**src/fsla_pkg.sv**
```systemverilog
// ----------------------------------------------------------------------------
// fsla_pkg - shared types and constants of the frame store allocator
// Request and result beats, request and status codes, and the command and
// scan token structs that run between the controller and the frame cells.
// ----------------------------------------------------------------------------
package fsla_pkg;

  // Default geometry
  localparam int unsigned NUM_FRAMES      = 16;
  localparam int unsigned LINES_PER_FRAME = 3;
  localparam int unsigned LINE_WIDTH      = 32;

  // Fixed field widths
  localparam int unsigned MODE_W    = 3;
  localparam int unsigned FRAME_W   = 4;
  localparam int unsigned OFFSET_W  = 2;
  localparam int unsigned DATA_W    = 32;
  localparam int unsigned TAG_W     = 8;
  localparam int unsigned STATUS_W  = 3;
  localparam int unsigned STAMP_W   = 32;
  // Wide enough for the largest frame count
  localparam int unsigned SCAN_IDX_W = 8;

  // Request modes
  localparam logic [MODE_W-1:0] MODE_ALLOC  = 3'd0;
  localparam logic [MODE_W-1:0] MODE_WRITE  = 3'd1;
  localparam logic [MODE_W-1:0] MODE_READ   = 3'd2;
  localparam logic [MODE_W-1:0] MODE_FREE   = 3'd3;
  localparam logic [MODE_W-1:0] MODE_VICTIM = 3'd4;
  localparam logic [MODE_W-1:0] MODE_OWNER  = 3'd5;

  // Result status codes
  localparam logic [STATUS_W-1:0] STATUS_OK      = 3'd0;
  localparam logic [STATUS_W-1:0] STATUS_RANGE   = 3'd1;
  localparam logic [STATUS_W-1:0] STATUS_UNALLOC = 3'd2;
  localparam logic [STATUS_W-1:0] STATUS_NONE    = 3'd3;
  localparam logic [STATUS_W-1:0] STATUS_EMPTY   = 3'd4;

  // Request beat
  typedef struct packed {
    logic [MODE_W-1:0]   mode;
    logic [FRAME_W-1:0]  frame_sel;
    logic [OFFSET_W-1:0] offset;
    logic [DATA_W-1:0]   line_data;
    logic [TAG_W-1:0]    owner_id;
    logic [TAG_W-1:0]    page_index;
  } req_t;

  // Result beat
  typedef struct packed {
    logic [STATUS_W-1:0] status;
    logic [FRAME_W-1:0]  frame_out;
    logic [DATA_W-1:0]   line_out;
    logic [TAG_W-1:0]    owner_out;
    logic [TAG_W-1:0]    page_out;
    logic                owner_known;
  } rsp_t;

  // Direct command broadcast to all cells
  typedef enum logic [2:0] {
    CMD_NONE,
    CMD_WRITE,
    CMD_READ,
    CMD_FREE,
    CMD_OWNER
  } cell_op_e;

  typedef struct packed {
    cell_op_e            op;
    logic [FRAME_W-1:0]  frame_sel;
    logic [OFFSET_W-1:0] offset;
    logic [TAG_W-1:0]    owner;
    logic [TAG_W-1:0]    page;
    logic [STAMP_W-1:0]  stamp;
  } cell_cmd_t;

  // Scan token handed from cell to cell
  typedef struct packed {
    logic                  valid;
    logic                  alloc;
    logic                  found;
    logic [SCAN_IDX_W-1:0] best;
    logic [STAMP_W-1:0]    best_stamp;
    logic [TAG_W-1:0]      owner;
    logic [TAG_W-1:0]      page;
    logic                  known;
    logic [STAMP_W-1:0]    stamp_val;
  } scan_t;

endpackage

```
**src/fsla_cell.sv**
```systemverilog
// ----------------------------------------------------------------------------
// fsla_cell - one frame of the store
// Holds busy, stamp, owner, page and line-filled bits of one frame, applies
// direct commands addressed to it, and updates the scan token on its way to
// the next cell (lowest free frame for allocate, oldest busy frame for victim).
// ----------------------------------------------------------------------------
module fsla_cell #(
  parameter int unsigned Index         = 0,
  parameter int unsigned LinesPerFrame = fsla_pkg::LINES_PER_FRAME
) (
  input  logic                     clk_i,
  input  logic                     rst_ni,
  input  fsla_pkg::cell_cmd_t      cmd_i,
  input  fsla_pkg::scan_t          scan_i,
  output fsla_pkg::scan_t          scan_o,
  output logic                     busy_o,
  output logic [LinesPerFrame-1:0] filled_o
);
  import fsla_pkg::*;

  localparam int unsigned OffW = (LinesPerFrame > 1) ? $clog2(LinesPerFrame) : 1;

  logic                     busy_q;
  logic [STAMP_W-1:0]       stamp_q;
  logic [TAG_W-1:0]         owner_q;
  logic [TAG_W-1:0]         page_q;
  logic                     known_q;
  logic [LinesPerFrame-1:0] filled_q;
  scan_t                    scan_d, scan_q;
  logic                     hit;
  logic                     claim;
  logic                     take;

  assign hit   = (int'(cmd_i.frame_sel) == int'(Index));
  assign claim = scan_i.valid && scan_i.alloc && !scan_i.found && !busy_q;
  assign take  = scan_i.valid && !scan_i.alloc && busy_q &&
                 (!scan_i.found || (stamp_q < scan_i.best_stamp));

  // Update the token as it passes
  always_comb begin
    scan_d = scan_i;
    if (claim) begin
      scan_d.found = 1'b1;
      scan_d.best  = SCAN_IDX_W'(Index);
    end else if (take) begin
      scan_d.found      = 1'b1;
      scan_d.best       = SCAN_IDX_W'(Index);
      scan_d.best_stamp = stamp_q;
      scan_d.owner      = owner_q;
      scan_d.page       = page_q;
      scan_d.known      = known_q;
    end
  end

  // Hand the token to the next cell
  always_ff @(posedge clk_i or negedge rst_ni) begin
    if (!rst_ni) begin
      scan_q <= '0;
    end else begin
      scan_q <= scan_d;
    end
  end

  // Apply direct commands and allocation claims
  always_ff @(posedge clk_i or negedge rst_ni) begin
    if (!rst_ni) begin
      busy_q   <= 1'b0;
      stamp_q  <= '0;
      owner_q  <= '0;
      page_q   <= '0;
      known_q  <= 1'b0;
      filled_q <= '0;
    end else if (claim) begin
      busy_q  <= 1'b1;
      stamp_q <= scan_i.stamp_val;
    end else if (hit) begin
      unique case (cmd_i.op)
        CMD_WRITE: begin
          stamp_q                       <= cmd_i.stamp;
          filled_q[OffW'(cmd_i.offset)] <= 1'b1;
        end
        CMD_READ: begin
          stamp_q <= cmd_i.stamp;
        end
        CMD_FREE: begin
          busy_q   <= 1'b0;
          stamp_q  <= '0;
          filled_q <= '0;
        end
        CMD_OWNER: begin
          owner_q <= cmd_i.owner;
          page_q  <= cmd_i.page;
          known_q <= 1'b1;
        end
        default: begin
        end
      endcase
    end
  end

  assign scan_o   = scan_q;
  assign busy_o   = busy_q;
  assign filled_o = filled_q;

endmodule

```
**config.mk**
```make
export PLATFORM = sky130hd
export DESIGN_NAME = fsla_cell
export DESIGN_NICKNAME = d
export VERILOG_FILES = /design/src/fsla_pkg.sv /design/src/fsla_cell.sv
export SDC_FILE = /design/constraint.sdc
export NUM_CORES = 1
export LEC_CHECK = 0
export ABC_AREA = 1
export BUFFER_PORTS_ARGS = -buffer_cell sky130_fd_sc_hd__buf_2
export CAP_MARGIN = 20
export CELL_PAD_IN_SITES_DETAIL_PLACEMENT = 1
export CELL_PAD_IN_SITES_GLOBAL_PLACEMENT = 1
export CORE_MARGIN = 3
export CORE_UTILIZATION = 36
export CTS_CLUSTER_DIAMETER = 40
export CTS_CLUSTER_SIZE = 8
export DETAILED_ROUTE_END_ITERATION = 8
export PLACE_DENSITY_LB_ADDON = 0.1
export SETUP_SLACK_MARGIN = 0.15
export SYNTH_ARGS = -nofsm -noshare
export SYNTH_HDL_FRONTEND = slang
export SYNTH_SLANG_ARGS = --single-unit
```
**constraint.sdc**
```tcl
create_clock -name clk_i -period 2.28 [get_ports clk_i]
set_input_delay 0.114 -clock clk_i [delete_from_list [all_inputs] [get_ports clk_i]]
set_output_delay 0.114 -clock clk_i [all_outputs]
set_load 0.01 [all_outputs]
```
==> summary.md <==
| Metric | Value |
|---|---|
| Status | finished clean |
| Routed wire length | between 20 and 25 mm |
| Slew headroom | 29.7% |
| Final min period | 2.07 ns |
| Row cnt | 47 |
| DIE AREA | 19200 µm² |
| Max cap viols | 0 |
| Drt drc | 0 |
| Clock latency at the later pin of the worst-skew pair | ~0.42 ns |
| Unrepaired setup endpoints after global routing | yes |
| Synth warnings | 0 |
| Post-DP HPWL | between 10 and 15 mm |
| Filler Cell Count | roughly 1900 |
| Reg-to-reg critical path startpoint | stamp_q[15] |
| CP required | 2.63 ns |
| Commonest non-fill, non-tap cells in the layout | buf_2 (245), nand2_1 (168), dfrtp_1 (145) |
| Synth Net Count | 836 |
| Final ANT Viol Nets | 0 |
| Cell-internal power | 0.00569 W |
| Hold_sp | cmd_i[7] |
| CTS tree | yes |
| Wire length per cell | 18.9 µm |
| Sw frac | 29.6% |
| Drt pass-1 iters | 4 |
| Initial Util | 37.4% |
| Commonest non-fill, non-tap cell in the layout | buf_2 |
| Critical path startpoint | stamp_q[15] |
| Crit path max-delay family | simple AND/OR/NAND/NOR gates |
| Syn-to-layout area delta | 60.8% |
| Die X | 138 µm |
| Footprint of the multi-input gates | roughly 2300 µm² |
| Antenna violations before repair | 2 |
| Max Fclk | 0.483 GHz |
| DR vias/cell | between 4 and 5 |
| Fin. Hold Viols | 0 |
| Reg-to-reg slack, setup | approximately 0.21 ns |
| CTS max path bufs | 2 |
| Peak fanout along the critical path | 7 |
| Final Skew | 0.0115 ns |
| Die Y | 138 µm |
| DRT iter0 DRCs | 196 |
| Synth Area per Inst | 9.66 µm² |
| Seq/Total Area, Yosys | around 57% |
| Switch Pwr | 0.00239 W |
| WP data arrival | 2.42 ns |
| Post-synthesis cell count | roughly 650 |
| Startpoint types | flip-flop |
| Seq cells post-synth | 145 |
| Unique masters post-synth | 24 |
| Final core utilization | roughly 60% |
| Largest net degree at the start of global routing | 65 |
| Num ports | 247 |
| Clock group share of total power | 36.5% |
| Core ar. | 16900 µm² |
| GRT Util Overall | about a quarter |
| Register area | 3630 µm² |
| Slowest cell on the critical path | dfrtp_1 |
| Yosys top cell by area | dfrtp_1 |
| Critical Path Sink Type | flip-flop |
| Pleak | approximately 5.4 nW |
| Top cells by area, synth | dfrtp_1 (57%), nand2_1 (10%), inv_1 (6.7%) |
| Pwr per Cell Area | 795 nW/µm² |
| Type of the tightest min-delay check | input port to flip-flop |
| Area fraction of the dominant cell type after synthesis | 57.4% |
| Setup TNS | 0 ns |
| H-tree level count | 4 |
| GPL Wtd Cong | about 0.78 |
| Flop pwr share | 38.9% |
| Hold depth | 3 |
| R2r endpoint | scan_o[49] |
| Sink Count | 145 |
| Comb power frac | 24.6% |
| Worst VDD drop | 0.502 mV |
| Slowest Stage Delay on Critical Path | between 0.4 and 0.5 ns |
| Gr ovfl total | 0 |
| Reg2Reg Depth | 14 |
| Final Cycle Share | roughly 91% |
| Vias | between 6000 and 7000 |
| Kind of critical path | flip-flop to flip-flop |
| CP bufs+invs | 2 |
| Vias in the first global route | 7089 |
| Root Buffer | clkbuf_16 |
| PortBufs | 246 |
| Cts bufs inserted | 17 |
| Final Setup Violations | 0 |
| Cell seen most often among critical-path stages | nand2_2 |
| Share of layout cells above drive strength 1 | 33.6% |
| Worst Tran Pin Value | 1.05 ns |
| Worst-path clk slew | roughly 0.06 ns |
| Mapped cell area | 6320 µm² |
| Pins Over Slew Limit | 0 |
| Worst path cell trace | ha_4 -> nand2_2 -> inv_1 -> nand3_2 -> nor3_2 -> nand2_1 -> nand2_2 -> nand2_2 -> nand2_2 -> nand2_4 -> nand2_8 -> buf_6 -> nand2_1 -> nand2_1 |
| Nets@finish | 1229 |
| Hold Path End | stamp_q[7] |
| First-pass GRT wire length | 36.3 mm |
==> worst max path at each step <==
| stage | endpoint | slack [ns] | depth (start not counted) |
|---|---|---|---|
| global placement | scan_o[44] | 0.23 | 14 |
| detailed placement | scan_o[37] | 0.14 | 14 |
| finish | scan_o[49] | 0.21 | 14 |
| floorplan | scan_o[70] | 0.44 | 15 |
| CTS | filled_o[1] | 0.18 | 8 |
| global route | scan_o[75] | 0.1 | 14 |
==> synth_stat cells <==
library cell,n
buf_4,5
clkbuf_1,10
o21ai_1,1
nor2_4,1
nand4_1,2
mux2_2,7
buf_6,2
buf_2,10
mux2_4,9
dfrtp_1,145
o22ai_1,1
nor3_1,4
o221ai_1,32
ha_1,31
nand2_1,176
a21oi_1,25
and3_1,1
inv_1,113
buf_1,1
inv_2,2
o21ai_0,4
nor2_1,16
nand4_4,1
nand3_1,55
==> per-layer routing <==
| metal | share of wire, % | vias to the layer above | track usage [%] |
|---|---|---|---|
| li1 | - | 2874 | - |
| met1 | 39 | 2989 | 27.0 |
| met2 | 54 | 215 | 43.4 |
| met3 | 4.8 | 42 | 4.80 |
| met4 | 2.3 | 0 | 8.27 |
| met5 | 0 | - | 0 |
==> registers in the layout (all words and copies together), names as in the netlist <==
name	cells
busy_o	1
filled_o	3
known_q	1
owner_q	8
page_q	8
scan_o	92
stamp_q	32
==> power groups by stage <==
stage / clock, W / sequential [W] / combinational (W)
final: 0.00294 / 0.00314 / 0.00199
after global routing: 0.00310 / 0.00318 / 0.00220
after CTS: 0.00298 / 0.00312 / 0.00168
after detailed placement: 0 / 0.00316 / 0.00148
after global placement: 0 / 0.00314 / 0.00143
after floorplan: 0 / 0.00321 / 0.000757
==> final cells by class <==
cell class                      instances  share of cell area, %
Clock buffer                           17                   4.19
Inverter                              115                   4.25
Antenna cell                            2                 0.0493
Timing Repair Buffer                  402                   28.3
Clock inverter                         14                   1.87
Sequential cell                       145                   35.7
Tap cell                              220                   2.71
Multi-Input combinational cell        366                   22.9
==> logic make-up (layout without fill, tap and decap cells) <==
group | count (synthesis) | count (layout) | share of synthesized area, %
multiplexers | 16 | 16 | 3.39
flip-flops | 145 | 145 | 57.4
other | 0 | 2 | 0
AO/OA/AOI/OAI | 63 | 63 | 6.91
adder cells (fa/ha/maj) | 31 | 31 | 6.14
buffers and inverters | 143 | 548 | 9.23
AND/OR/NAND/NOR | 256 | 256 | 16.9
==> metrics by stage <==
step | power [W] | hold slack [ns] | setup slack [ns] | area, µm² | instances
after floorplan | 0.00397 | -0.182 | 0.442 | 6320 | 654
after global placement | 0.00457 | 0.158 | 0.235 | 7820 | 1104
after detailed placement | 0.00464 | 0.167 | 0.140 | 7820 | 1104
after CTS | 0.00778 | 0.00136 | 0.177 | 9750 | 1266
after global routing | 0.00848 | 0.0133 | 0.0952 | 10200 | 1281
final | 0.00807 | 0.00976 | 0.212 | 10200 | 1281
==> repair_timing <==
action	4_1_cts	5_1_grt
hold buffers	131	0
gates cloned	0	6
gates resized for setup	1	39
setup buffers	0	7
pin swaps	0	10
endpoints found under the hold margin	204	0
endpoints found under the setup margin	8	56
==> worst reg2reg max path, cell delays in order (launching register included) <==
cell and delay (ns):
dfrtp_1 0.44, ha_4 0.31, nand2_2 0.06, inv_1 0.08
nand3_2 0.10, nor3_2 0.15, nand2_1 0.10, nand2_2 0.09
nand2_2 0.06, nand2_2 0.07, nand2_4 0.10, nand2_8 0.15
buf_6 0.17, nand2_1 0.07, nand2_1 0.08
Power figures use the tool's default switching activity.
